--- config.mk ---
export PLATFORM = sky130hd
export DESIGN_NAME = chat_keyword_class_detector
export DESIGN_NICKNAME = d
export VERILOG_FILES = /design/src/hdl/kcd_pkg.sv /design/src/hdl/kcd_matcher.sv /design/src/hdl/chat_keyword_class_detector.sv
export SDC_FILE = /design/constraint.sdc
export NUM_CORES = 1
export LEC_CHECK = 0
export BUFFER_PORTS_ARGS = -buffer_cell sky130_fd_sc_hd__buf_2
export CAP_MARGIN = 20
export CORE_MARGIN = 2
export CORE_UTILIZATION = 60
export CTS_BUF_LIST = sky130_fd_sc_hd__clkbuf_8
export DETAILED_ROUTE_END_ITERATION = 7
export GPL_TIMING_DRIVEN = 0
export HOLD_SLACK_MARGIN = 0.08
export PLACE_DENSITY = 0.8
export SLEW_MARGIN = 20
export SYNTH_ARGS = -nofsm -noshare
export SYNTH_HDL_FRONTEND = slang
export SYNTH_HIERARCHICAL = 1
export SYNTH_SLANG_ARGS = --single-unit
--- constraint.sdc ---
create_clock -name i_clk -period 8.8 [get_ports i_clk]
set_input_delay 2.2 -clock i_clk [delete_from_list [all_inputs] [get_ports i_clk]]
set_output_delay 2.2 -clock i_clk [all_outputs]
set_load 0.05 [all_outputs]
--- src/hdl/kcd_pkg.sv ---
package kcd_pkg;

    localparam int KCD_MAX_KEYWORD_LEN = 14;  // default window span in bytes
    localparam int KCD_NUM_KEYWORDS    = 15;
    localparam int KCD_KW_TEXT_LEN     = 14;  // longest keyword in bytes
    localparam int KCD_KW_LEN_W        = $clog2(KCD_KW_TEXT_LEN + 1);

    typedef logic [KCD_KW_TEXT_LEN*8-1:0] t_kw_text;
    typedef logic [KCD_KW_LEN_W-1:0]      t_kw_len;

    // One bit per keyword class; thanks in the lowest bit.
    typedef struct packed {
        logic please;
        logic welcome;
        logic thanks;
    } t_class_flags;

    typedef enum logic [1:0] {
        CLS_THANKS  = 2'd0,
        CLS_WELCOME = 2'd1,
        CLS_PLEASE  = 2'd2
    } t_kw_class;

    // Lower-case keyword text, right-justified: byte 0 holds the final
    // character, so byte i lines up with the window byte i steps back.
    function automatic t_kw_text kw_text(input int k);
        t_kw_text t;
        unique case (k)
            0:       t = t_kw_text'("thank you");
            1:       t = t_kw_text'("thanks");
            2:       t = t_kw_text'("ty");
            3:       t = t_kw_text'("thanx");
            4:       t = t_kw_text'("thnx");
            5:       t = t_kw_text'("you're welcome");
            6:       t = t_kw_text'("youre welcome");
            7:       t = t_kw_text'("your welcome");
            8:       t = t_kw_text'("yw");
            9:       t = t_kw_text'("no problem");
            10:      t = t_kw_text'("no prob");
            11:      t = t_kw_text'("np");
            12:      t = t_kw_text'("please");
            13:      t = t_kw_text'("pls");
            default: t = t_kw_text'("plz");
        endcase
        return t;
    endfunction

    function automatic t_kw_len kw_len(input int k);
        t_kw_len n;
        unique case (k)
            0:       n = t_kw_len'(9);
            1:       n = t_kw_len'(6);
            2:       n = t_kw_len'(2);
            3:       n = t_kw_len'(5);
            4:       n = t_kw_len'(4);
            5:       n = t_kw_len'(14);
            6:       n = t_kw_len'(13);
            7:       n = t_kw_len'(12);
            8:       n = t_kw_len'(2);
            9:       n = t_kw_len'(10);
            10:      n = t_kw_len'(7);
            11:      n = t_kw_len'(2);
            12:      n = t_kw_len'(6);
            default: n = t_kw_len'(3);
        endcase
        return n;
    endfunction

    function automatic t_kw_class kw_class(input int k);
        t_kw_class c;
        if (k < 5) begin
            c = CLS_THANKS;
        end else if (k < 12) begin
            c = CLS_WELCOME;
        end else begin
            c = CLS_PLEASE;
        end
        return c;
    endfunction

    // Fold ASCII upper case to lower case; leave every other byte alone.
    function automatic logic [7:0] fold_case(input logic [7:0] b);
        logic [7:0] r;
        r = b;
        if (b >= 8'h41 && b <= 8'h5A) begin
            r = b + 8'h20;
        end
        return r;
    endfunction

endpackage

--- src/hdl/kcd_matcher.sv ---
module kcd_matcher #(
    parameter int MAX_KEYWORD_LEN = kcd_pkg::KCD_MAX_KEYWORD_LEN
) (
    input  logic [MAX_KEYWORD_LEN-1:0][7:0] i_window,  // byte 0 newest
    output kcd_pkg::t_class_flags           o_hits
);
    import kcd_pkg::*;

    logic [KCD_NUM_KEYWORDS-1:0] w_kw_hit;

    // Each keyword is tested for ending at the newest byte, all in parallel.
    always_comb begin
        t_kw_text txt;
        t_kw_len  len;
        for (int k = 0; k < KCD_NUM_KEYWORDS; k++) begin
            txt         = kw_text(k);
            len         = kw_len(k);
            w_kw_hit[k] = 1'b1;
            for (int i = 0; i < KCD_KW_TEXT_LEN; i++) begin
                if (i < int'(len) && i_window[i] != txt[i*8 +: 8]) begin
                    w_kw_hit[k] = 1'b0;
                end
            end
        end
    end

    always_comb begin
        o_hits = '0;
        for (int k = 0; k < KCD_NUM_KEYWORDS; k++) begin
            if (w_kw_hit[k]) begin
                unique case (kw_class(k))
                    CLS_THANKS:  o_hits.thanks  = 1'b1;
                    CLS_WELCOME: o_hits.welcome = 1'b1;
                    CLS_PLEASE:  o_hits.please  = 1'b1;
                    default:     o_hits         = o_hits;
                endcase
            end
        end
    end

endmodule

--- src/hdl/chat_keyword_class_detector.sv ---
// Result path: the last byte of a message passes the input register, then the
// result register, whose content shows on m_axis; one result per message,
// none for the other bytes.
// Throughput: 1 byte per cycle; the matcher compares all keywords in parallel
// in the single stage between the input and result registers. A last byte
// waits in the input register only while an earlier result is still held.
// Reset: synchronous, active low; clears the window, the class flags and
// both valid flags.
module chat_keyword_class_detector #(
    parameter int MAX_KEYWORD_LEN = kcd_pkg::KCD_MAX_KEYWORD_LEN
) (
    input  logic       i_clk,
    input  logic       i_rst_n,
    input  logic       s_axis_tvalid,
    output logic       s_axis_tready,
    input  logic [7:0] s_axis_tdata,   // [7:0] char_byte
    input  logic       s_axis_tlast,   // end_of_message
    output logic       m_axis_tvalid,
    input  logic       m_axis_tready,
    output logic [7:0] m_axis_tdata    // [0] thanks_found, [1] welcome_found,
                                       // [2] please_found, [7:3] zero
);
    import kcd_pkg::*;

    localparam int HistLen = MAX_KEYWORD_LEN - 1;

    // Input register stage.
    logic       r_in_valid;
    logic [7:0] r_in_byte;
    logic       r_in_last;

    // Message state: folded history (newest at index 0) and sticky flags.
    logic [HistLen-1:0][7:0] r_hist;
    t_class_flags            r_flags;

    // Result register.
    logic         r_out_valid;
    t_class_flags r_out_flags;

    logic [MAX_KEYWORD_LEN-1:0][7:0] w_window;
    t_class_flags                    w_hits;
    t_class_flags                    n_flags;
    logic                            w_advance;

    assign w_window = {r_hist, fold_case(r_in_byte)};

    kcd_matcher #(
        .MAX_KEYWORD_LEN(MAX_KEYWORD_LEN)
    ) u_matcher (
        .i_window(w_window),
        .o_hits  (w_hits)
    );

    assign n_flags = r_flags | w_hits;

    // A middle byte always moves on; a last byte needs room in the result
    // register, which frees up in the same cycle it is taken.
    assign w_advance = r_in_valid && (!r_in_last || !r_out_valid || m_axis_tready);

    assign s_axis_tready = !r_in_valid || w_advance;

    assign m_axis_tvalid = r_out_valid;
    assign m_axis_tdata  = {5'b0, r_out_flags};

    always_ff @(posedge i_clk) begin
        if (!i_rst_n) begin
            r_in_valid  <= 1'b0;
            r_out_valid <= 1'b0;
            r_hist      <= '0;
            r_flags     <= '0;
        end else begin
            // Load the next byte whenever the input stage empties.
            if (s_axis_tready) begin
                r_in_valid <= s_axis_tvalid;
            end

            // Load a new result, or drop the held one once the downstream
            // side takes it.
            if (w_advance && r_in_last) begin
                r_out_valid <= 1'b1;
            end else if (r_out_valid && m_axis_tready) begin
                r_out_valid <= 1'b0;
            end

            if (w_advance) begin
                if (r_in_last) begin
                    // Report the message and clear for the next one.
                    r_hist  <= '0;
                    r_flags <= '0;
                end else begin
                    r_hist  <= w_window[HistLen-1:0];
                    r_flags <= n_flags;
                end
            end
        end
    end

    // Payload registers, no reset.
    always_ff @(posedge i_clk) begin
        if (s_axis_tvalid && s_axis_tready) begin
            r_in_byte <= s_axis_tdata;
            r_in_last <= s_axis_tlast;
        end
        if (w_advance && r_in_last) begin
            r_out_flags <= n_flags;
        end
    end

endmodule

==> results.json <==
{
  "synth_edf_count": 12,
  "drc": 0,
  "rsz0062_at_grt": "no",
  "die_w_um": 101.4,
  "pwr-share-clk": 0.449,
  "clockBufferDepth": 2,
  "skew_ns": 0.008418,
  "n_antenna_cell": 0,
  "place_ws_ns": 3.779,
  "p_int_mw": 0.8745,
  "cts_tree": "built",
  "stdcell_area_mm2": 0.006359,
  "cp_top_family": "buffers and inverters",
  "core_mm2": 0.009240,
  "hold_viol": 0,
  "fmax_ghz": 0.1975,
  "path_max_fanout": 3,
  "track_usage": 0.3177,
  "chipHeight_um": 101.4,
  "ir_worst_vdd_uv": 134.5,
  "vias": 5261,
  "setup_viol": 0,
  "p_comb_frac": 0.059,
  "drv_cap": 0,
  "drt_first_pass_iters": 5,
  "hpwl_um": 11140,
  "fin_crit_sh": 0.5752,
  "place_area_mm2": 0.005944,
  "grt_max_degree": 17,
  "crit_buf_inv": 2,
  "antenna_found_initial": 0,
  "grt_pass1_wl_um": 25230,
  "relSlewSlack": 0.4956,
  "ctsResizeCount": 0,
  "fin_tns_setup_ns": 0,
  "p_sw_frac": 0.2438,
  "crit_type": "input pin to output pin",
  "multiInputGateArea_mm2": 0.002900,
  "die_area_mm2": 0.01027,
  "layout_common_cells": "nand3_1 (113), dfxtp_1 (109), nand2_1 (108)",
  "synth-async-reset-ratio": 0,
  "rows": 35,
  "max_stage_delay_ns": 0.24,
  "clock-sinks": 121,
  "ys_types": 56,
  "cpMaxStageDelayCell": "buf_2",
  "port_buffers": 16,
  "numCtsBuffers": 17,
  "crit_path_frequent_cell": "buf_2",
  "status": "finished, final reports clean",
  "htreeDepth": 4,
  "synth_ff_type": "dfxtp_1",
  "clock_latency_ns": 0.43,
  "area_delta_synth_final_pct": 11.79,
  "cp-start-kind": "input pin",
  "fin_crit_ns": 5.062,
  "worstMarginPinSlew_ns": 0.7499,
  "finalMaxSlewViolations": 0,
  "finalNetCount": 706,
  "yosysWarnings": 6,
  "register_area_mm2": 0.002542,
  "switching_power_mw": 0.2819,
  "wl_um": 15620,
  "wl_per_cell_um": 18.75,
  "fillers": 766,
  "drive_gt1_frac": 0.1321,
  "gr-total-overflow": 0,
  "worstPathArrival_ns": 2.86,
  "worst_slack_ns": 3.738,
  "worstSetupEndpointType": "output pin",
  "drtIter0Drc": 571,
  "netlist_instances": 653,
  "seq_power_share": 0.491,
  "worst_hold_path_type": "flip-flop to flip-flop",
  "gp_congestion": 0.9836,
  "post_cts_buffers": 0,
  "synth_area_mm2": 0.005688,
  "drtAntennaViolNets": 0,
  "ios": 23,
  "cts_hold_buf": 0,
  "syn_avg_cell_area_um2": 8.710,
  "cp.required_ns": 6.60,
  "first_global_vias": 4884,
  "cts-root-buf": "clkbuf_8",
  "yosysSeqAreaShare": 0.4470,
  "path_clk_slew_ns": 0.07,
  "ys_ff_latch": 121,
  "powerDensity_mw_per_mm2": 181.9,
  "initial_core_util": 0.6156,
  "via_per_inst": 6.316,
  "crit_chain": "buf_2 > nor2b_1 > nand3_1 > buf_2",
  "finish.utilization": 0.6882,
  "final_common_cell": "nand3_1",
  "power.leakage_nw": 2.010
}
## metal layers
layer	vias to the layer above	GRT usage	wire length (um)
met3	30	0.06418	1391
met2	268	0.4906	7041
met4	0	0.09979	340
li1	2448	-	-
met5	-	0	0
met1	2515	0.4501	6850
## cell type report
type,count,area share
Inverter,7,0.004132
Clock inverter,12,0.02302
Timing Repair Buffer,16,0.01259
Tap cell,129,0.02538
Multi-Input combinational cell,478,0.4561
Clock buffer,19,0.04113
Buffer,51,0.03778
Sequential cell,121,0.3998
## flip-flops by register name, indices dropped and copies added (netlist names)
register	count
r_in_valid	1
r_in_last	1
m_axis_tdata	3
r_in_byte	8
r_hist	104
m_axis_tvalid	1
r_flags	3
## final timing paths
| kind | startpoint | end | slack [ns] | depth (start not counted) |
|---|---|---|---|---|
| worst min-delay path | r_hist[102]$_SDFFE_PN0P_ | r_hist[102]$_SDFFE_PN0P_ | 0.45 | 2 |
| worst min register to register | r_hist[102]$_SDFFE_PN0P_ | r_hist[102]$_SDFFE_PN0P_ | 0.45 | 2 |
| worst max register to register | r_in_byte[3]$_DFFE_PP_ | r_flags[1]$_SDFFE_PN0P_ | 5.46 | 10 |
| worst max-delay path | m_axis_tready | s_axis_tready | 3.74 | 4 |
## metrics by stage
stage	hold WS (ns)	instances	power (mW)
after CTS	0.4502	833	1.157
after global routing	0.4653	833	1.186
after floorplan	0.4257	657	0.6270
after detailed placement	0.4400	802	0.6474
after global placement	0.4349	802	0.6462
final	0.4477	833	1.156
## Yosys cell counts (2+ instances only)
cell type	instances	area share
nand2b_1	3	0.0033
and3b_1	3	0.0046
nand3_1	113	0.099
and4b_1	2	0.0035
a21oi_1	5	0.0044
nand4_1	12	0.013
or4b_1	2	0.0035
nand2_1	108	0.071
or4_1	6	0.0079
edfxtp_1	12	0.063
or3b_2	3	0.0046
nor3b_1	4	0.0053
or3_1	2	0.0022
a21boi_0	64	0.084
nor4bb_1	15	0.026
buf_4	8	0.011
nand4b_1	9	0.014
nor2b_1	4	0.0044
or4bb_1	2	0.0040
nor4_1	12	0.013
a31oi_1	2	0.0022
o21ai_0	2	0.0018
or2_2	5	0.0055
nand3b_1	6	0.0079
inv_1	6	0.0040
nor2_1	12	0.0079
dfxtp_1	109	0.38
clkbuf_1	19	0.013
a31o_2	2	0.0031
nor3_1	5	0.0044
buf_2	15	0.013
buf_1	9	0.0059
nor4b_1	3	0.0046
a21boi_1	40	0.053
or4b_2	4	0.0070
and3_1	4	0.0044
nand4bb_1	2	0.0040
## power groups by stage
stage | Clock (mW) | Sequential (mW) | Combinational [mW]
after detailed placement | 0 | 0.580 | 0.0672
after floorplan | 0 | 0.579 | 0.0479
after global placement | 0 | 0.580 | 0.0659
after CTS | 0.522 | 0.568 | 0.0676
final | 0.519 | 0.568 | 0.0686
after global routing | 0.543 | 0.569 | 0.0746
## cells by family (layout without fill, tap and decap cells)
kind of cell	after synthesis	in the layout	share of synthesized area
AND/OR/NAND/NOR	346	346	0.3355
flip-flops	121	121	0.4470
buffers and inverters	58	105	0.04685
other	1	5	0.0006593
AO/OA/AOI/OAI	125	125	0.1663
adder cells (fa/ha/maj)	1	1	0.002199
XOR/XNOR	1	1	0.001540
## worst reg2reg max path, stage by stage, from the launching register on
cell and delay [ns]:
edfxtp_1 0.55, or4_4 0.61, nor2_4 0.12, o41ai_1 0.11
nand4bb_1 0.33, or4_1 0.54, or4_1 0.44, o32ai_2 0.23
a211o_1 0.17, a21oi_1 0.07, nor2_1 0.11
No activity file was read; power rests on OpenSTA's default activity.
